<file path="src/rtl/core/hvc_pkg.sv">
// Types, constants and colour table of the heat value colouriser
package hvc_pkg;

  localparam int unsigned VAL_W    = 16;
  localparam int unsigned DIST_W   = 24;
  localparam int unsigned RADIUS_W = 23;
  localparam int unsigned CH_W     = 8;
  localparam int unsigned T_W      = 17;  // Q1.16, 65536 is one
  localparam int unsigned DIV_STEPS = 17; // one quotient bit per stage
  localparam int unsigned NUM_W    = 32;  // opacity dividend
  localparam int unsigned DSH_W    = 40;  // shifted opacity divisor
  localparam int unsigned STOPS    = 8;

  localparam int unsigned CFG_IDX_W = 2;
  localparam logic [CFG_IDX_W-1:0] CFG_VAL_MIN = 2'd0;
  localparam logic [CFG_IDX_W-1:0] CFG_VAL_MAX = 2'd1;
  localparam logic [CFG_IDX_W-1:0] CFG_RADIUS  = 2'd2;
  localparam int unsigned CFG_DATA_W = 23;

  localparam logic signed [VAL_W-1:0] VAL_MIN_RST = -16'sd1760;
  localparam logic signed [VAL_W-1:0] VAL_MAX_RST = -16'sd1280;
  localparam logic [RADIUS_W-1:0]     RADIUS_RST  = 23'd1280;

  localparam logic [CH_W-1:0] ALPHA_FAR = 8'd52;

  // stop positions in twentieths
  localparam logic [4:0] STOP_POS [STOPS] = '{5'd0, 5'd3, 5'd6, 5'd9,
                                              5'd12, 5'd15, 5'd18, 5'd20};
  localparam logic [CH_W-1:0] STOP_RED [STOPS] = '{8'd48, 8'd40, 8'd20, 8'd90,
                                                   8'd220, 8'd251, 8'd200, 8'd122};
  localparam logic [CH_W-1:0] STOP_GRN [STOPS] = '{8'd18, 8'd120, 8'd230, 8'd245,
                                                   8'd235, 8'd145, 8'd30, 8'd4};
  localparam logic [CH_W-1:0] STOP_BLU [STOPS] = '{8'd59, 8'd240, 8'd200, 8'd60,
                                                   8'd27, 8'd5, 8'd10, 8'd3};

  typedef struct packed {
    logic signed [VAL_W-1:0] val_min;
    logic signed [VAL_W-1:0] val_max;
    logic [RADIUS_W-1:0]     radius;
  } cfg_t;

  // after clamp and range set-up
  typedef struct packed {
    logic                has_value;
    logic [VAL_W-1:0]    t_num;
    logic [VAL_W-1:0]    t_den;
    logic                far;
    logic [DIST_W-1:0]   near_dist;
    logic [RADIUS_W-1:0] radius;
  } front_t;

  // state carried through the divider stages
  typedef struct packed {
    logic              has_value;
    logic              far;
    logic [T_W-1:0]    t_rem;
    logic [VAL_W-1:0]  t_den;
    logic [T_W-1:0]    t_quo;
    logic [NUM_W-1:0]  a_rem;
    logic [DSH_W-1:0]  a_dsh;
    logic [CH_W-1:0]   a_quo;
  } div_t;

endpackage

</file>
<file path="src/rtl/core/hvc_front.sv">
// Input stages: clamp, range set-up and opacity dividend
module hvc_front import hvc_pkg::*; (
  input  logic                    clk_i,
  input  logic                    rst_ni,
  input  cfg_t                    cfg_i,
  input  logic                    in_valid_i,
  output logic                    in_ready_o,
  input  logic                    has_value_i,
  input  logic signed [VAL_W-1:0] pixel_value_i,
  input  logic [DIST_W-1:0]       nearest_dist_i,
  output logic                    out_valid_o,
  input  logic                    out_ready_i,
  output div_t                    out_data_o
);

  logic   a_valid_q, a_ready;
  front_t a_d, a_q;
  logic   b_valid_q;
  div_t   b_d, b_q;

  logic                    empty;
  logic signed [VAL_W-1:0] v_clamp;
  logic signed [VAL_W:0]   num_wide, den_wide;
  logic [32:0]             r420, d315, n_wide;
  logic [DIST_W-1:0]       two_r;

  // stage A: clamp and range
  always_comb begin
    empty = (cfg_i.val_max <= cfg_i.val_min);
    if (pixel_value_i < cfg_i.val_min) begin
      v_clamp = cfg_i.val_min;
    end else if (pixel_value_i > cfg_i.val_max) begin
      v_clamp = cfg_i.val_max;
    end else begin
      v_clamp = pixel_value_i;
    end
    num_wide = {v_clamp[VAL_W-1], v_clamp} - {cfg_i.val_min[VAL_W-1], cfg_i.val_min};
    den_wide = {cfg_i.val_max[VAL_W-1], cfg_i.val_max} - {cfg_i.val_min[VAL_W-1], cfg_i.val_min};
    a_d.has_value = has_value_i;
    a_d.t_num     = empty ? '0 : num_wide[VAL_W-1:0];
    a_d.t_den     = empty ? VAL_W'(1) : den_wide[VAL_W-1:0];
    a_d.far       = (cfg_i.radius == '0) || (nearest_dist_i >= {1'b0, cfg_i.radius});
    a_d.near_dist = nearest_dist_i;
    a_d.radius    = cfg_i.radius;
  end

  // stage B: opacity dividend 420r - 315d, divisor 2r aligned to the top quotient bit
  always_comb begin
    r420   = 33'(a_q.radius) * 33'd420;
    d315   = 33'(a_q.near_dist) * 33'd315;
    n_wide = r420 - d315;
    two_r  = {a_q.radius, 1'b0};
    b_d.has_value = a_q.has_value;
    b_d.far       = a_q.far;
    b_d.t_rem     = {1'b0, a_q.t_num};
    b_d.t_den     = a_q.t_den;
    b_d.t_quo     = '0;
    b_d.a_rem     = a_q.far ? '0 : n_wide[NUM_W-1:0];
    b_d.a_dsh     = {two_r, 16'b0};
    b_d.a_quo     = '0;
  end

  assign a_ready    = !b_valid_q || out_ready_i;
  assign in_ready_o = !a_valid_q || a_ready;

  always_ff @(posedge clk_i or negedge rst_ni) begin
    if (!rst_ni) begin
      a_valid_q <= 1'b0;
      b_valid_q <= 1'b0;
    end else begin
      if (in_ready_o) begin
        a_valid_q <= in_valid_i;
      end
      if (a_ready) begin
        b_valid_q <= a_valid_q;
      end
    end
  end

  always_ff @(posedge clk_i) begin
    if (in_ready_o && in_valid_i) begin
      a_q <= a_d;
    end
    if (a_ready && a_valid_q) begin
      b_q <= b_d;
    end
  end

  assign out_valid_o = b_valid_q;
  assign out_data_o  = b_q;

endmodule

</file>
<file path="config.mk">
export PLATFORM = sky130hd
export DESIGN_NAME = hvc_front
export DESIGN_NICKNAME = d
export VERILOG_FILES = /design/src/rtl/core/hvc_pkg.sv /design/src/rtl/core/hvc_front.sv
export SDC_FILE = /design/constraint.sdc
export NUM_CORES = 1
export LEC_CHECK = 0
export ABC_AREA = 1
export BUFFER_PORTS_ARGS = -buffer_cell sky130_fd_sc_hd__buf_2
export CORE_ASPECT_RATIO = 0.6
export CORE_MARGIN = 1.5
export CORE_UTILIZATION = 31
export CTS_BUF_LIST = sky130_fd_sc_hd__clkbuf_8
export DETAILED_ROUTE_END_ITERATION = 10
export GPL_ROUTABILITY_DRIVEN = 0
export GPL_TIMING_DRIVEN = 0
export PLACE_DENSITY = 0.49
export SLEW_MARGIN = 15
export SYNTH_ARGS = -nofsm -noshare
export SYNTH_HDL_FRONTEND = slang
export SYNTH_SLANG_ARGS = --single-unit
export TNS_END_PERCENT = 5
</file>
<file path="constraint.sdc">
create_clock -name clk_i -period 6.1 [get_ports clk_i]
set_input_delay 1.83 -clock clk_i [delete_from_list [all_inputs] [get_ports clk_i]]
set_output_delay 1.83 -clock clk_i [all_outputs]
set_load 0.05 [all_outputs]
</file>
### After elaboration in Yosys (flattened, before gate mapping)

Index checks and enable logic that the tools add are counted.
Widths: inputs -> output; s select.

* register bits after elaboration: 172
* bits in latches: 0
* memory bits (writable): 0
* bits in read-only memories: 0
* output and inout port bits: 134
* word-level logic and storage cells: 33
* memories kept: 0

* add/subtract/negate cells: 3
* multipliers: 2
* divide/modulo/power cells: 0
* $lt $le $gt $ge: 4
* equal/unequal tests: 0
* shift operators: 0
* muxes and demuxes: 2
* bitwise operators: 0
* reduce and logical (&&, ||, !) cells: 8

Operator list (number)
* $mul 24x9->32 const B: 1
* $mux 16: 2
* $sub 16x16->16: 2
* $sub 32x32->32: 1
* $mul 23x7->30 const B: 1
* $ge 24x23->1: 1
* $logic_not 23->1: 1
* $gt 16x16->1: 1
* $le 16x16->1: 1
* $lt 16x16->1: 1
* $logic_or 1x1->1: 3
* $logic_and 1x1->1: 2
* $logic_not 1->1: 2

### Longest topological paths before layout

* depth after elaboration: 4
* mapped depth: 31

### Least setup slack after synthesis

No wires, ideal clock.

* kind: input to register
* start point: in out_ready_i
* end point: reg b_q (netlist bit out_data_o[100]) (enable)
* library setup time: 565 ps
* data arrival time: 6173 ps
* slack: -638 ps
* cell stages on the path: 2
* path buffers: 0
* path through: inv_1 > a21oi_1

* cells in the longest elaborated chain, start to end: 2

RTL lines
* start, declared: line hvc_front.sv:12 `input logic out_ready_i,`
* $logic_or 1x1->1: line hvc_front.sv:63 `assign a_ready = !b_valid_q || out_ready_i;`
* $logic_and 1x1->1: line hvc_front.sv:84 `if (a_ready && a_valid_q) begin`
* end signal, assigned: line hvc_front.sv:85 `b_q <= b_d;`
* end, declared: line hvc_front.sv:19 `div_t b_d, b_q;`

Every way passes these cells.
A chain may end at the register's enable or synchronous reset.

### Final worst setup path

* start point: reg a_q[2] in the netlist's numbering
* end point: reg b_q (netlist bit out_data_o[79]) (data pin)

* cells in the longest elaborated chain, start to end: 2

RTL lines
* start, declared: line hvc_front.sv:17 `front_t a_d, a_q;`
* start signal, assigned: line hvc_front.sv:82 `a_q <= a_d;`
* $mul 23x7->30: line hvc_front.sv:49 `r420 = 33'(a_q.radius) * 33'd420;`
* $sub 32x32->32: line hvc_front.sv:51 `n_wide = r420 - d315;`

Every way passes these cells.

==> impl_metrics.ini <==
[worst_setup_path]
max_stage_delay_ps = 540
arrival_ps = 6260
slowest_stage = fa_1
crit_type = reg2reg
worst-path-buf-inv = 3
worstSetupStartpointType = flip-flop
crit_path_end_kind = flip-flop
cp_top_family = adder cells
cp_max_fo = 5
cp.required_ps = 6400

[clocking]
cts.sinks = 172
cts_root_buffer = clkbuf_8
numCtsBuffers = 17
cts_max_level = 4
cts_tree = done
clk_latency_ps = 540
clockBufferDepth = 2
path_clk_slew_ps = 100

[routing]
vias = 13300
ant_nets = 0
firstDrtPassIters = 5
viasPerCell = 4.60
wl_per_cell_um = 17.5
wl_um = 50800
drt_iter0_markers = 1027
drc = 0

[timing]
worst_hold_slack_ps = 421
fin_skew_ps = 20.6
rsz0062_at_grt = true
worst_slew_pin_slew_ps = 1200
period_share = 0.977
max_freq_mhz = 168
hold_viol = 0
timing.slew.headroom = 0.195
post-route-min-period_ps = 5960
setup_viol = 0
slew_viol_final = 0

[placement]
place_inst = 2817
port_buffers = 190
detailed_place_hpwl_um = 42300
postPlaceCellArea_um2 = 19700

[grt]
met2_usage = 0.210
grt_pass1_vias = 12700
grtUsageTotal = 0.176
grt_max_degree = 42
busiest_layer = met1
antenna_found_initial = 2
grt-ovfl-total = 0
grt_pass1_wl_um = 75800
grt_use_met3 = 0.0506
use_met1 = 0.299

[finish]
fin_area_um2 = 21000
finalNetCount = 2657
layout_commonest_cell = inv_1
final_cells = 2897
syn_to_final_growth_pct = 20.2
drive_above_1_share = 0.208
layout_common_cells = inv_1, ha_1, nand2_1

[logic_synthesis]
syn_inst = 1821
synthFlopType = edfxtp_1
ys_seq_area_frac = 0.295
syn_area_um2 = 17500
synth_area_per_cell_um2 = 9.61
synth_warnings = 0
synth_area_leaders = edfxtp_1, ha_1, fa_1
synth_top_cell_by_area = edfxtp_1
synth_edf_count = 170
ys_ff_latch = 172
async_reset_ff_frac = 0.0116
synth_cell_types = 53
synth_top_area_share = 0.292

[die]
die_width_um = 310
ios = 234
initial_utilization = 0.314
rows = 67
fp.coreArea_um2 = 55700
fp.dieH_um = 187
design.die.area_um2 = 57900

[run_status]
outcome = finished clean

[flow_run]
maxCapViolCount = 0

[min_path]
hp-class = reg2reg
==> layout make-up <==
class,instances,area [um^2]
antenna,2,5.00
buffer,55,382
clock buffer,17,234
clock inverter,14,156
fill,5598,34700
inverter,386,1450
multi-input combinational,1250,11200
sequential,172,5150
tap,759,950
timing repair buffer,242,1450
==> metal layers <==
metal / routed length (um) / vias to the layer above
met1: 28400 / 6356
met4: 550 / 0
li1: - / 6509
met3: 4000 / 32
met5: 0 / -
met2: 17800 / 415
==> final timing paths <==
kind,start,endpoint,slack (ps),cells after the start
max,a_q[2],out_data_o[79],140,26
min,a_q[70],out_data_o[119],420,0
max reg2reg,a_q[2],out_data_o[79],140,26
min reg2reg,a_q[70],out_data_o[119],420,0
max in group asynchronous,rst_ni,a_valid_q,4950,1
min in group asynchronous,rst_ni,out_valid_o,1050,1
==> through the flow <==
stage               utilization  TNS (ps)  setup slack, ps
floorplan                     -         0              644
global placement          0.351    -66180             -736
detailed placement        0.353     -3380             -504
CTS                       0.364         0             1.12
global route              0.377      -627            -90.1
finish                    0.377         0              142
==> repair_timing <==
item                                    4_1_cts  5_1_grt
endpoints found under the setup margin       12       15
pin swaps                                     8       44
hold buffers                                  0        0
gates cloned                                  0        0
setup buffers                                16       31
gates resized for setup                      22       99
==> sequential cells by signal (all words and copies together), names as in the netlist <==
register	count
out_data_o	89
a_q	81
out_valid_o	1
a_valid_q	1
==> synthesized netlist by cell type (3+ instances only) <==
library cell and n:
a21boi_0 4, a21o_1 9, a21oi_1 165, a21oi_2 3, a31oi_1 4, buf_2 5, buf_4 43, clkbuf_1 6
edfxtp_1 170, fa_1 149, ha_1 284, inv_1 385, nand2_1 212, nand3_1 41, nand4_1 19, nor2_1 101
nor3_1 17, nor4_1 7, o211ai_1 5, o21a_1 10, o21ai_0 73, o21ai_1 8, o21ai_2 8, o21bai_1 6
o31ai_1 3, or2_2 6, xnor2_1 19, xor2_1 26
==> logic make-up (layout without fill, tap and decap cells) <==
logic type               after synthesis  count (layout)  synth area share
adder cells (fa/ha/maj)              433             433             0.374
AND/OR/NAND/NOR                      412             412            0.0993
flip-flops                           172             172             0.295
buffers and inverters                441             714             0.105
AO/OA/AOI/OAI                        317             317             0.105
other                                  1              45          0.000214
XOR/XNOR                              45              45            0.0225
Power is not shown: default switching activity piles up to over one toggle a cycle in this logic, so the estimate is an artifact.
