[config.mk]
export PLATFORM = sky130hd
export DESIGN_NAME = hvc_div_step
export DESIGN_NICKNAME = d
export VERILOG_FILES = /design/src/rtl/core/hvc_pkg.sv /design/src/rtl/core/hvc_div_step.sv
export SDC_FILE = /design/constraint.sdc
export NUM_CORES = 1
export LEC_CHECK = 0
export ABC_CLOCK_PERIOD_IN_PS = 9540
export BUFFER_PORTS_ARGS = -buffer_cell sky130_fd_sc_hd__clkbuf_2
export CAP_MARGIN = 20
export CORE_MARGIN = 3
export CORE_UTILIZATION = 44
export CTS_BUF_LIST = sky130_fd_sc_hd__clkbuf_4 sky130_fd_sc_hd__clkbuf_8
export CTS_CLUSTER_DIAMETER = 150
export DETAILED_ROUTE_END_ITERATION = 16
export PLACE_DENSITY = 0.76
export SLEW_MARGIN = 20
export SYNTH_ARGS = -nofsm -noshare
export SYNTH_HDL_FRONTEND = slang
export SYNTH_SLANG_ARGS = --single-unit
export TNS_END_PERCENT = 30
[constraint.sdc]
create_clock -name clk_i -period 9.54 [get_ports clk_i]
set_clock_uncertainty 0.1 [all_clocks]
set_input_delay 0.477 -clock clk_i [delete_from_list [all_inputs] [get_ports clk_i]]
set_output_delay 0.477 -clock clk_i [all_outputs]
set_load 0.05 [all_outputs]
[src/rtl/core/hvc_pkg.sv]
// Types, constants and colour table of the heat value colouriser
package hvc_pkg;

  localparam int unsigned VAL_W    = 16;
  localparam int unsigned DIST_W   = 24;
  localparam int unsigned RADIUS_W = 23;
  localparam int unsigned CH_W     = 8;
  localparam int unsigned T_W      = 17;  // Q1.16, 65536 is one
  localparam int unsigned DIV_STEPS = 17; // one quotient bit per stage
  localparam int unsigned NUM_W    = 32;  // opacity dividend
  localparam int unsigned DSH_W    = 40;  // shifted opacity divisor
  localparam int unsigned STOPS    = 8;

  localparam int unsigned CFG_IDX_W = 2;
  localparam logic [CFG_IDX_W-1:0] CFG_VAL_MIN = 2'd0;
  localparam logic [CFG_IDX_W-1:0] CFG_VAL_MAX = 2'd1;
  localparam logic [CFG_IDX_W-1:0] CFG_RADIUS  = 2'd2;
  localparam int unsigned CFG_DATA_W = 23;

  localparam logic signed [VAL_W-1:0] VAL_MIN_RST = -16'sd1760;
  localparam logic signed [VAL_W-1:0] VAL_MAX_RST = -16'sd1280;
  localparam logic [RADIUS_W-1:0]     RADIUS_RST  = 23'd1280;

  localparam logic [CH_W-1:0] ALPHA_FAR = 8'd52;

  // stop positions in twentieths
  localparam logic [4:0] STOP_POS [STOPS] = '{5'd0, 5'd3, 5'd6, 5'd9,
                                              5'd12, 5'd15, 5'd18, 5'd20};
  localparam logic [CH_W-1:0] STOP_RED [STOPS] = '{8'd48, 8'd40, 8'd20, 8'd90,
                                                   8'd220, 8'd251, 8'd200, 8'd122};
  localparam logic [CH_W-1:0] STOP_GRN [STOPS] = '{8'd18, 8'd120, 8'd230, 8'd245,
                                                   8'd235, 8'd145, 8'd30, 8'd4};
  localparam logic [CH_W-1:0] STOP_BLU [STOPS] = '{8'd59, 8'd240, 8'd200, 8'd60,
                                                   8'd27, 8'd5, 8'd10, 8'd3};

  typedef struct packed {
    logic signed [VAL_W-1:0] val_min;
    logic signed [VAL_W-1:0] val_max;
    logic [RADIUS_W-1:0]     radius;
  } cfg_t;

  // after clamp and range set-up
  typedef struct packed {
    logic                has_value;
    logic [VAL_W-1:0]    t_num;
    logic [VAL_W-1:0]    t_den;
    logic                far;
    logic [DIST_W-1:0]   near_dist;
    logic [RADIUS_W-1:0] radius;
  } front_t;

  // state carried through the divider stages
  typedef struct packed {
    logic              has_value;
    logic              far;
    logic [T_W-1:0]    t_rem;
    logic [VAL_W-1:0]  t_den;
    logic [T_W-1:0]    t_quo;
    logic [NUM_W-1:0]  a_rem;
    logic [DSH_W-1:0]  a_dsh;
    logic [CH_W-1:0]   a_quo;
  } div_t;

endpackage

[src/rtl/core/hvc_div_step.sv]
// One restoring-division stage: a quotient bit each for t and for opacity
module hvc_div_step import hvc_pkg::*; (
  input  logic clk_i,
  input  logic rst_ni,
  input  logic in_valid_i,
  output logic in_ready_o,
  input  div_t in_data_i,
  output logic out_valid_o,
  input  logic out_ready_i,
  output div_t out_data_o
);

  logic             valid_q;
  div_t             data_d, data_q;
  logic             t_ge, a_ge;
  logic [T_W-1:0]   t_sub;
  logic [NUM_W-1:0] a_sub;

  always_comb begin
    // partial remainder stays below twice the divisor, so one compare does
    t_ge  = in_data_i.t_rem >= {1'b0, in_data_i.t_den};
    t_sub = t_ge ? (in_data_i.t_rem - {1'b0, in_data_i.t_den}) : in_data_i.t_rem;
    a_ge  = {8'b0, in_data_i.a_rem} >= in_data_i.a_dsh;
    a_sub = a_ge ? (in_data_i.a_rem - in_data_i.a_dsh[NUM_W-1:0]) : in_data_i.a_rem;

    data_d       = in_data_i;
    data_d.t_rem = {t_sub[T_W-2:0], 1'b0};
    data_d.t_quo = {in_data_i.t_quo[T_W-2:0], t_ge};
    data_d.a_rem = a_sub;
    data_d.a_dsh = {1'b0, in_data_i.a_dsh[DSH_W-1:1]};
    data_d.a_quo = {in_data_i.a_quo[CH_W-2:0], a_ge};
  end

  assign in_ready_o = !valid_q || out_ready_i;

  always_ff @(posedge clk_i or negedge rst_ni) begin
    if (!rst_ni) begin
      valid_q <= 1'b0;
    end else if (in_ready_o) begin
      valid_q <= in_valid_i;
    end
  end

  always_ff @(posedge clk_i) begin
    if (in_ready_o && in_valid_i) begin
      data_q <= data_d;
    end
  end

  assign out_valid_o = valid_q;
  assign out_data_o  = data_q;

endmodule

Word-level counts from Yosys, hierarchy flattened
Cells that the tools add are included.
{"block": "word_totals", "elab_cells": 18, "reg_bits": 131, "output_inout_bits": 134, "input_bits": 136}
{"block": "op_classes", "reduce_logical": 3, "n_mux": 2, "addsub": 2, "n_lt_le_gt_ge": 2}
{"cell": "$ge 32x40->1", "count": 1}
{"cell": "$mux 32", "count": 1}
{"cell": "$sub 32x32->32", "count": 1}
{"cell": "$ge 17x16->1", "count": 1}
{"cell": "$mux 16", "count": 1}
{"cell": "$sub 16x16->16", "count": 1}
{"cell": "$logic_and 1x1->1", "count": 1}
{"cell": "$logic_not 1->1", "count": 1}
{"cell": "$logic_or 1x1->1", "count": 1}

Depth between registers and ports, before layout
Gate-level depths: netlist of the first run.
{"block": "depth", "word_depth": 3, "mapped_depth": 12, "ltp_nobuf": 11}

Least setup slack after synthesis of the first run
OpenSTA, ideal clock, no wires.
{"block": "synth_path", "path_kind": "register to register", "from": "register valid_q, in the netlist out_valid_o", "to": "register data_q (netlist bit out_data_o[0]), enable pin", "arrival_ns": 4.124, "path_stages_with_launch": 3, "path_buffers": 0, "path_slack_ns": 4.812, "synth_period_minus_slack_ns": 4.728, "required_ns": 8.936, "setup_ns": 0.504, "cell_sequence": "dfrtp_1 > nand2b_1 > and2_1"}
{"block": "synth_via", "elab_chain_len": 3}
{"element": "start: declaration", "line": "hvc_div_step.sv:13", "source": "logic valid_q;"}
{"element": "start signal: assignment", "line": "hvc_div_step.sv:40", "source": "valid_q <= in_valid_i;"}
{"element": "$logic_not 1->1", "line": "hvc_div_step.sv:34", "source": "assign in_ready_o = !valid_q || out_ready_i;"}
{"element": "$logic_or 1x1->1", "line": "hvc_div_step.sv:34"}
{"element": "via in_ready_o", "line": "hvc_div_step.sv:6", "source": "output logic in_ready_o,"}
{"element": "$logic_and 1x1->1", "line": "hvc_div_step.sv:45", "source": "if (in_ready_o && in_valid_i) begin"}
{"element": "end signal: assignment", "line": "hvc_div_step.sv:46", "source": "data_q <= data_d;"}
{"element": "end: declaration", "line": "hvc_div_step.sv:14", "source": "div_t data_d, data_q;"}
The timed path passes the listed nets, and every way through them passes these cells.
A chain may end at the register's enable or synchronous reset.

Worst setup path in the final report of the first run
{"block": "layout_path", "from": "input in_data_i[13] (netlist bit)", "to": "register data_q (netlist bit out_data_o[62]), data pin"}
{"block": "layout_via", "elab_chain_len": 2, "word_cells_on_any_way": 3, "cone_classes": "add/sub (1); order compare (1); mux (1)"}
{"element": "start: declaration", "line": "hvc_div_step.sv:7", "source": "input div_t in_data_i,"}
{"element": "$sub 32x32->32 / $ge 32x40->1 (equally long branches)", "line": "hvc_div_step.sv:24, hvc_div_step.sv:23"}
{"element": "$mux 32 (*)", "line": "hvc_div_step.sv:24", "source": "a_sub = a_ge ? (in_data_i.a_rem - in_data_i.a_dsh[NUM_W-1:0]) : in_data_i.a_rem;"}
{"element": "via a_sub[14]", "line": "hvc_div_step.sv:17", "source": "logic [NUM_W-1:0] a_sub;"}
Mark *: on every way through the listed nets, which the timed path passes. The rest lies on a longest branch.

==> metrics.csv, run 1 <==
metric,value,unit
grt_max_degree,76,
syn-cell-area,0.00732,sq mm
synthArstFlopShare,0.763,%
worst_pin_slew,0.994,ns
syn_inst,615,
p_per_area,176,mW/mm^2
multi_input_area,0.00309,sq mm
numCtsBuffers,17,
num-fill-cells,1347,
place_ws,5.68,ns
ff_latch_area,0.00393,sq mm
dr.pass1.iters,5,
slew_violations,0,
dpl.hpwl,14.1,mm
finalSetupTns,0,ns
start_util,45.6,%
wl_per_cell,16.1,microns
timing.hold.ws,0.100,ns
placed_cells,1080,
finalNonFillerCells,1113,
min_from,in_data_i[1],
core,0.0161,sq mm
critical_path.top_delay_family,compound AO/OA/AOI/OAI gates,
layout_commonest_cell,clkbuf_2,
htreeDepth,4,
layout-drive-gt1-share,38.0,%
cp_slowest_cell,nor3_4,
crit_path_start_kind,primary input,
rsz0062_at_grt,no,
cts_setup_buffers,0,
drt-initial-drc-count,297,
critPathKind,primary input to flop,
startpoint,in_data_i[13],
clock_latency,0.44,ns
die-width,135,microns
power.total,1.64,mW
grt_pass1_vias,5682,
grt_pass1_wl,27.8,mm
worst_slack,6.20,ns
antenna_found_initial,0,
max_slew_margin,33.7,%
cts_tree,yes,
status,finished clean,
max_clock_freq,0.299,GHz
maxCapViolations,0,
synth-edff-count,130,
peakVddDrop,94.5,uV
area_delta_synth_final,27.2,%
min_path_type,primary input to flop,
cp.required,9.64,ns
ys_types,68,
grt_use_total,19.4,%
drc,0,
period_needed,3.34,ns
hold_violations,0,
nNetsFinal,1070,
critPathBufInv,3,
die-area,0.0182,sq mm
vias_per_cell,5.15,
r2r_start,out_valid_o,
antenna_left,0,
design.portCount,270,
final_cell_mix,"clkbuf_2, edfxtp_1, inv_1",
max_stage_delay,0.47,ns
path_cells,clkbuf_2 -> inv_1 -> ha_1 -> a21oi_1 -> nand2_1 -> o21ai_1 -> o311ai_2 -> o21a_1 -> nor3_4 -> buf_4 -> mux2_2,
synth_ff_type,edfxtp_1,
ys_seq_area_share,53.7,%
cts_root_buf,clkbuf_8,
setup.worst_path.end_class,flop,
gp_congestion,0.893,
synth_warnings,0,
finalCritPeriodShare,35.1,%
vias,5728,
clk_path_buf_depth,2,
synth_area_per_cell,11.9,sq um
routed_wl,18.0,mm
synth-seq-cells,131,
overflow,0,
power.leakage,4.25,nW
cts.clk_slew.worst_paths,0.09,ns
setup_viol,0,
die_y,135,microns
cts_sinks,131,
portBuffers,265,
rows,46,
num_antenna_cells,0,
crit_fanout,24,
worstPathArrival,3.44,ns
final timing paths:
kind / endpoint / slack (ns) / cells past startpoint
max in group asynchronous: out_valid_o / 9.02 / 2
max reg2reg: out_data_o[26] / 6.96 / 3
min in group asynchronous: out_valid_o / 0.24 / 2
max: out_data_o[62] / 6.20 / 11
min: out_data_o[2] / 0.10 / 1
min reg2reg: out_valid_o / 0.48 / 2
cell type report:
| class | instances | area share, % |
|---|---|---|
| inverters | 57 | 2.30 |
| multi-input cells | 409 | 33.2 |
| clock buffers | 17 | 2.51 |
| flip-flops and latches | 131 | 42.2 |
| repair buffers | 268 | 14.5 |
| clock inverters | 15 | 2.34 |
| well taps | 216 | 2.90 |
per-layer routing:
metal / vias up / part of all wire [%] / global-route usage (%)
met4: 0 / 2.1 / 6.44
met3: 26 / 8.0 / 5.51
met2: 238 / 50 / 33.6
met5: - / 0 / 0
li1: 2827 / - / -
met1: 2637 / 40 / 23.2
per-stage QoR:
| stage | cell area (sq um) | utilization (%) |
|---|---|---|
| 6_report | 9310 | 58.0 |
| 2_1_floorplan | 7320 | - |
| 3_3_place_gp | 8850 | 55.1 |
| 3_5_place_dp | 8850 | 55.1 |
| 4_1_cts | 9310 | 58.0 |
| 5_1_grt | 9310 | 58.0 |
where the power goes:
group | leakage (nW) | switching (mW) | internal (mW)
sequential | 1.25 | 0.00847 | 0.678
clock | 0.225 | 0.244 | 0.293
combinational | 2.78 | 0.279 | 0.137
total | 4.25 | 0.532 | 1.11
flip-flops by register name, summed over array words and instances (netlist names):
signal	flops
out_data_o	130
out_valid_o	1
timing repair:
item	in CTS	in global routing
hold endpoints to repair	1	0
gates resized for setup	0	0
hold buffers	1	0
cell usage after synthesis (5+ instances only):
master / instances / area [sq um]
xnor2_1: 23 / 201
mux2_2: 20 / 225
clkbuf_1: 10 / 37.5
nand2_1: 45 / 169
o2111ai_1: 5 / 43.8
a21o_1: 18 / 135
xor2_1: 12 / 105
nor2_1: 27 / 101
o21a_1: 9 / 67.6
and3_1: 7 / 43.8
ha_1: 48 / 601
a31oi_1: 6 / 37.5
mux2_1: 15 / 169
o21ai_0: 25 / 125
nand2b_1: 7 / 43.8
nand4_1: 8 / 50.1
o21bai_1: 6 / 45.0
nand3_1: 7 / 35.0
edfxtp_1: 130 / 3900
nor2b_1: 9 / 56.3
a21oi_1: 35 / 175
nor3_1: 5 / 25.0
inv_1: 57 / 214
kinds of logic (layout without fill, tap and decap cells):
kind of cell             after synthesis  count (layout)  share of synthesized area (%)
AO/OA/AOI/OAI                        149             149                           14.2
multiplexers                          38              38                           5.80
adder cells (fa/ha/maj)               50              50                           8.76
buffers and inverters                 76             357                           4.19
other                                  1               2                         0.0513
flip-flops                           131             131                           53.7
XOR/XNOR                              35              35                           4.19
AND/OR/NAND/NOR                      135             135                           9.06
Power figures use the tool's default switching activity.
==> run 2, diff against run 1 <==
--- a/config.mk
+++ b/config.mk
@@ -5,7 +5,7 @@
 export SDC_FILE = /design/constraint.sdc
 export NUM_CORES = 1
 export LEC_CHECK = 0
-export ABC_CLOCK_PERIOD_IN_PS = 9540
+export ABC_CLOCK_PERIOD_IN_PS = 3200
 export BUFFER_PORTS_ARGS = -buffer_cell sky130_fd_sc_hd__clkbuf_2
 export CAP_MARGIN = 20
 export CORE_MARGIN = 3
==> constraint.sdc (replaced) <==
create_clock -name clk_i -period 3.2 [get_ports clk_i]
set_clock_uncertainty 0.1 [all_clocks]
set_input_delay 0.16 -clock clk_i [delete_from_list [all_inputs] [get_ports clk_i]]
set_output_delay 0.16 -clock clk_i [all_outputs]
set_load 0.05 [all_outputs]
==> metrics.csv, run 2 (synthesized netlist as in run 1, its figures left out) <==
metric,value,unit,change
status,finished clean,,
cts_root_buf,clkbuf_8,,
cts_tree,yes,,
cp.required,3.30,ns,-6.34 ns
post_dp_cell_area,0.00900,sq mm,+1.7%
largest_reg_flops,130,,unchanged
cts_sinks,131,,unchanged
vias_per_cell,5.12,,-0.57%
use_met1,25.4,%,+2.2 points
max_stage_delay,0.53,ns,+0.06 ns
critPathBufInv,4,,+1
nNetsFinal,1213,,+13%
final_cell_mix,"clkbuf_2, edfxtp_1, dlygate4sd3_1",,
min_from,in_data_i[127],,
cts_setup_buffers,0,,unchanged
gp_congestion,0.874,,-2.2%
drt-initial-drc-count,394,,+33%
r2r_end,out_data_o[91],,
clk_path_buf_depth,2,,unchanged
wl_per_cell,16.6,microns,+2.7%
vias,6432,,+12%
grt_use_met3,5.96,%,+0.45 points
layout_commonest_cell,clkbuf_2,,
grt.busiest_layer,met2,,
die_y,135,microns,unchanged
p_per_area,457,mW/mm^2,+160%
drc,0,,unchanged
ff2ff_setup_slack,1.38,ns,-5.58 ns
portBuffers,265,,unchanged
grt_max_degree,51,,-33%
max_slew_margin,61.2,%,+27 points
peakVddDrop,239,uV,+150%
placed_cells,1095,,+1.4%
fin_util,66.7,%,+8.7 points
maxCapViolations,0,,unchanged
antenna_found_initial,1,,+1
final_area,0.0107,sq mm,+15%
layout-drive-gt1-share,34.5,%,-3.5 points
worst_slack,0.146,ns,-6.05 ns
area_delta_synth_final,46.4,%,
critPathKind,primary input to flop,,
numCtsBuffers,17,,unchanged
hold_path_end,out_data_o[128],,
period_needed,3.05,ns,
startpoint,in_data_i[27],,
grt_pass1_wl,32.1,mm,+15%
finalSetupTns,0,ns,unchanged
finalNonFillerCells,1257,,+13%
dpl.hpwl,14.5,mm,+3.1%
start_util,45.6,%,unchanged
place_ws,0.122,ns,-5.56 ns
reg2regPathDepth,3,,unchanged
met2_usage,41.2,%,+7.6 points
setup_viol,0,,unchanged
cp_slowest_cell,dlygate4sd3_1,,
rows,46,,unchanged
r2r_start,out_valid_o,,
antenna_left,0,,unchanged
max_clock_freq,0.327,GHz,
worstPathArrival,3.16,ns,-0.28 ns
power.total,4.90,mW,+200%
slew_violations,0,,unchanged
setup.worst_path.end_class,flop,,
hold_depth,3,,+2
finalCritPeriodShare,95.4,%,
htreeDepth,4,,unchanged
critical_path.top_delay_family,buffers and inverters,,
crit_fanout,16,,-33%
hold_violations,0,,unchanged
core,0.0161,sq mm,unchanged
timing.hold.ws,0.0431,ns,-0.0574 ns
routed_wl,20.8,mm,+16%
cts.clk_slew.worst_paths,0.09,ns,about the same
grt_pass1_vias,6478,,+14%
path_cells,dlygate4sd3_1 -> clkbuf_2 -> inv_1 -> ha_1 -> and4_1 -> and3_1 -> a31oi_1 -> o2111ai_1 -> o21a_1 -> nor3_4 -> buf_4 -> mux2_2,,
power.leakage,4.85,nW,+14%
rsz0062_at_grt,no,,
min_path_type,primary input to flop,,
path_depth,12,,+1
die-area,0.0182,sq mm,unchanged
dr.pass1.iters,6,,+1
crit_path_start_kind,primary input,,
overflow,0,,unchanged
design.portCount,270,,unchanged
grt_use_total,22.5,%,+3.2 points
worst_pin_slew,0.582,ns,-0.412 ns
die-width,135,microns,unchanged
clock_latency,0.44,ns,about the same
run 2: how the worst max path moves through the flow:
| stage | to | slack, ns |
|---|---|---|
| after floorplan | out_data_o[54] | 0.48 |
| after global placement | out_data_o[77] | 0.16 |
| after detailed placement | out_data_o[77] | 0.12 |
| after CTS | out_data_o[77] | 0.08 |
| after global routing | out_data_o[77] | 0.04 |
| final | out_data_o[63] | 0.15 |
run 2: cell type report:
cell class                      instances  area (sq um)
Clock buffer                           17           234
Fill cell                            1194          5350
Timing Repair Buffer                  411          2780
Antenna cell                            1          2.50
Clock inverter                         15           161
Inverter                               57           214
Tap cell                              216           270
Multi-Input combinational cell        409          3120
Sequential cell                       131          3930
run 2: worst register-to-register path: cells and delay by family, from the launching register on:
family,cells,cell delay [ns]
and+or+nand+nor,2,0.65
DFF,1,0.39
buffers and inverters,1,0.32
run 2: metal layers:
metal	vias to the layer above	wire length, microns	part of all wire (%)
met5	-	0	0
met4	0	499	2.4
met3	39	1530	7.4
met2	249	10700	52
met1	3029	8050	39
li1	3115	-	-
run 2: timing repair:
action                                  4_1_cts  5_1_grt
hold endpoints to repair                    127        0
gates resized for setup                       0        4
hold buffers                                129        0
endpoints found under the setup margin        0       20
run 2: power breakdown:
group / leakage [nW] / switching [mW] / internal (mW)
combinational: 3.40 / 0.880 / 0.537
sequential: 1.25 / 0.0317 / 2.02
clock: 0.200 / 0.778 / 0.653
total: 4.85 / 1.69 / 3.21
==> run 3, diff against run 2 <==
--- a/config.mk
+++ b/config.mk
@@ -5,13 +5,13 @@
 export SDC_FILE = /design/constraint.sdc
 export NUM_CORES = 1
 export LEC_CHECK = 0
-export ABC_CLOCK_PERIOD_IN_PS = 3200
+export ABC_CLOCK_PERIOD_IN_PS = 3600
 export BUFFER_PORTS_ARGS = -buffer_cell sky130_fd_sc_hd__clkbuf_2
 export CAP_MARGIN = 20
 export CORE_MARGIN = 3
 export CORE_UTILIZATION = 44
 export CTS_BUF_LIST = sky130_fd_sc_hd__clkbuf_4 sky130_fd_sc_hd__clkbuf_8
-export CTS_CLUSTER_DIAMETER = 150
+export CTS_CLUSTER_DIAMETER = 100
 export DETAILED_ROUTE_END_ITERATION = 16
 export PLACE_DENSITY = 0.76
 export SLEW_MARGIN = 20
==> constraint.sdc (replaced) <==
create_clock -name clk_i -period 3.6 [get_ports clk_i]
set_clock_uncertainty 0.1 [all_clocks]
set_input_delay 0.18 -clock clk_i [delete_from_list [all_inputs] [get_ports clk_i]]
set_output_delay 0.18 -clock clk_i [all_outputs]
set_load 0.05 [all_outputs]
==> metrics.csv, run 3 (synthesized netlist as in run 1, its figures left out) <==
metric,value,unit,change
cts_setup_buffers,0,,unchanged
placed_cells,1083,,-1.1%
rsz0062_at_grt,no,,
vias,6272,,-2.5%
cts.clk_slew.worst_paths,0.09,ns,about the same
path_cells,dlygate4sd3_1 -> clkbuf_2 -> inv_1 -> ha_1 -> fa_1 -> nand2b_1 -> a21oi_1 -> o21ai_1 -> o311ai_2 -> o21a_1 -> nor3_4 -> buf_4 -> mux2_1,,
place_ws,0.315,ns,+0.193 ns
cp_slowest_cell,dlygate4sd3_1,,
numCtsBuffers,17,,unchanged
final_area,0.0106,sq mm,-1.3%
clk_path_buf_depth,2,,unchanged
post_dp_cell_area,0.00888,sq mm,-1.3%
worst_pin_slew,0.906,ns,+0.324 ns
ff_latch_area,0.00393,sq mm,unchanged
p_per_area,408,mW/mm^2,-11%
critPathKind,primary input to flop,,
worst_slack,0.226,ns,+0.0803 ns
rows,46,,unchanged
core,0.0161,sq mm,unchanged
period_needed,3.37,ns,
die_y,135,microns,unchanged
overflow,0,,unchanged
finalNonFillerCells,1246,,-0.88%
reg2regPathDepth,3,,unchanged
cts_tree,yes,,
finalCritPeriodShare,93.7,%,
gp_congestion,0.864,,-1.1%
hold_violations,0,,unchanged
drc,0,,unchanged
dpl.hpwl,14.3,mm,-1.7%
grt_max_degree,131,,+160%
status,finished clean,,
r2r_end,out_data_o[53],,
portBuffers,265,,unchanged
final_cell_mix,"clkbuf_2, edfxtp_1, dlygate4sd3_1",,
setup_viol,0,,unchanged
nNetsFinal,1201,,-0.99%
dr.pass1.iters,5,,-1
max_stage_delay,0.54,ns,about the same
largest_reg_flops,130,,unchanged
power.total,4.31,mW,-12%
start_util,45.6,%,unchanged
maxCapViolations,0,,unchanged
clock_latency,0.44,ns,about the same
ff2ff_setup_slack,1.80,ns,+0.42 ns
grt_pass1_vias,6492,,+0.22%
layout-drive-gt1-share,33.5,%,-1.1 points
antenna_left,0,,unchanged
vias_per_cell,5.03,,-1.6%
startpoint,in_data_i[48],,
timing.hold.ws,0.0694,ns,+0.0263 ns
antenna_found_initial,0,,-1
cp.required,3.69,ns,+0.39 ns
crit_fanout,14,,-2
peakVddDrop,218,uV,-8.8%
area_delta_synth_final,44.5,%,
max_slew_margin,39.5,%,-22 points
die-area,0.0182,sq mm,unchanged
r2r_start,out_valid_o,,
fin_util,65.8,%,-0.84 points
worstPathArrival,3.47,ns,+0.31 ns
htreeDepth,4,,unchanged
finalSetupTns,0,ns,unchanged
min_path_type,primary input to flop,,
setup.worst_path.end_class,flop,,
multi_input_area,0.00309,sq mm,-0.72%
num-fill-cells,1208,,+1.2%
crit_path_start_kind,primary input,,
die-width,135,microns,unchanged
grt_pass1_wl,31.9,mm,-0.75%
routed_wl,20.3,mm,-2.3%
wl_per_cell,16.3,microns,-1.5%
cts_sinks,131,,unchanged
drt-initial-drc-count,284,,-28%
grt_use_total,22.2,%,-0.37 points
cts_root_buf,clkbuf_8,,
endpoint,out_data_o[68],,
max_clock_freq,0.296,GHz,
design.portCount,270,,unchanged
power.leakage,4.77,nW,-1.7%
slew_violations,0,,unchanged
layout_commonest_cell,clkbuf_2,,
## run 3: where the power goes
part / internal (mW) / switching, mW
clock: 0.577 / 0.682
combinational: 0.457 / 0.774
sequential: 1.80 / 0.0253
total: 2.83 / 1.48
## run 3: routing by layer
metal	track usage [%]	part of all wire [%]
met1	25.3	39
met2	40.9	53
met3	5.37	6.6
met4	6.94	2.0
met5	0	0
## run 3: how the worst min path moves through the flow
stage,cells past startpoint,startpoint,slack [ns],endpoint
after floorplan,0,rst_ni,-0.22,out_valid_o
after global placement,1,rst_ni,-0.15,out_valid_o
after detailed placement,1,rst_ni,-0.14,out_valid_o
after CTS,3,in_data_i[127],0.02,out_data_o[128]
after global routing,3,in_data_i[127],0.07,out_data_o[128]
final,3,in_data_i[127],0.07,out_data_o[128]
## run 3: worst max-delay path: cells and delay by family
| kind | cells | cell delay, ns |
|---|---|---|
| adders and majority gates | 2 | 0.60 |
| and+or+nand+nor | 2 | 0.24 |
| buffers and inverters | 4 | 0.90 |
| AOI/OAI and AO/OA | 4 | 1.21 |
| muxes | 1 | 0.33 |
## run 3: area by class of cell
class                           count  share of cell area, %
Timing Repair Buffer              399                   25.2
Clock buffer                       17                   2.21
Tap cell                          216                   2.56
Clock inverter                     15                   1.53
Antenna cell                        2                 0.0473
Multi-Input combinational cell    409                   29.3
Sequential cell                   131                   37.2
Inverter                           57                   2.02
## run 3: repair_timing
action | in CTS | in global routing
hold buffers | 129 | 0
resized for setup | 0 | 0
endpoints found under the hold margin | 127 | 0
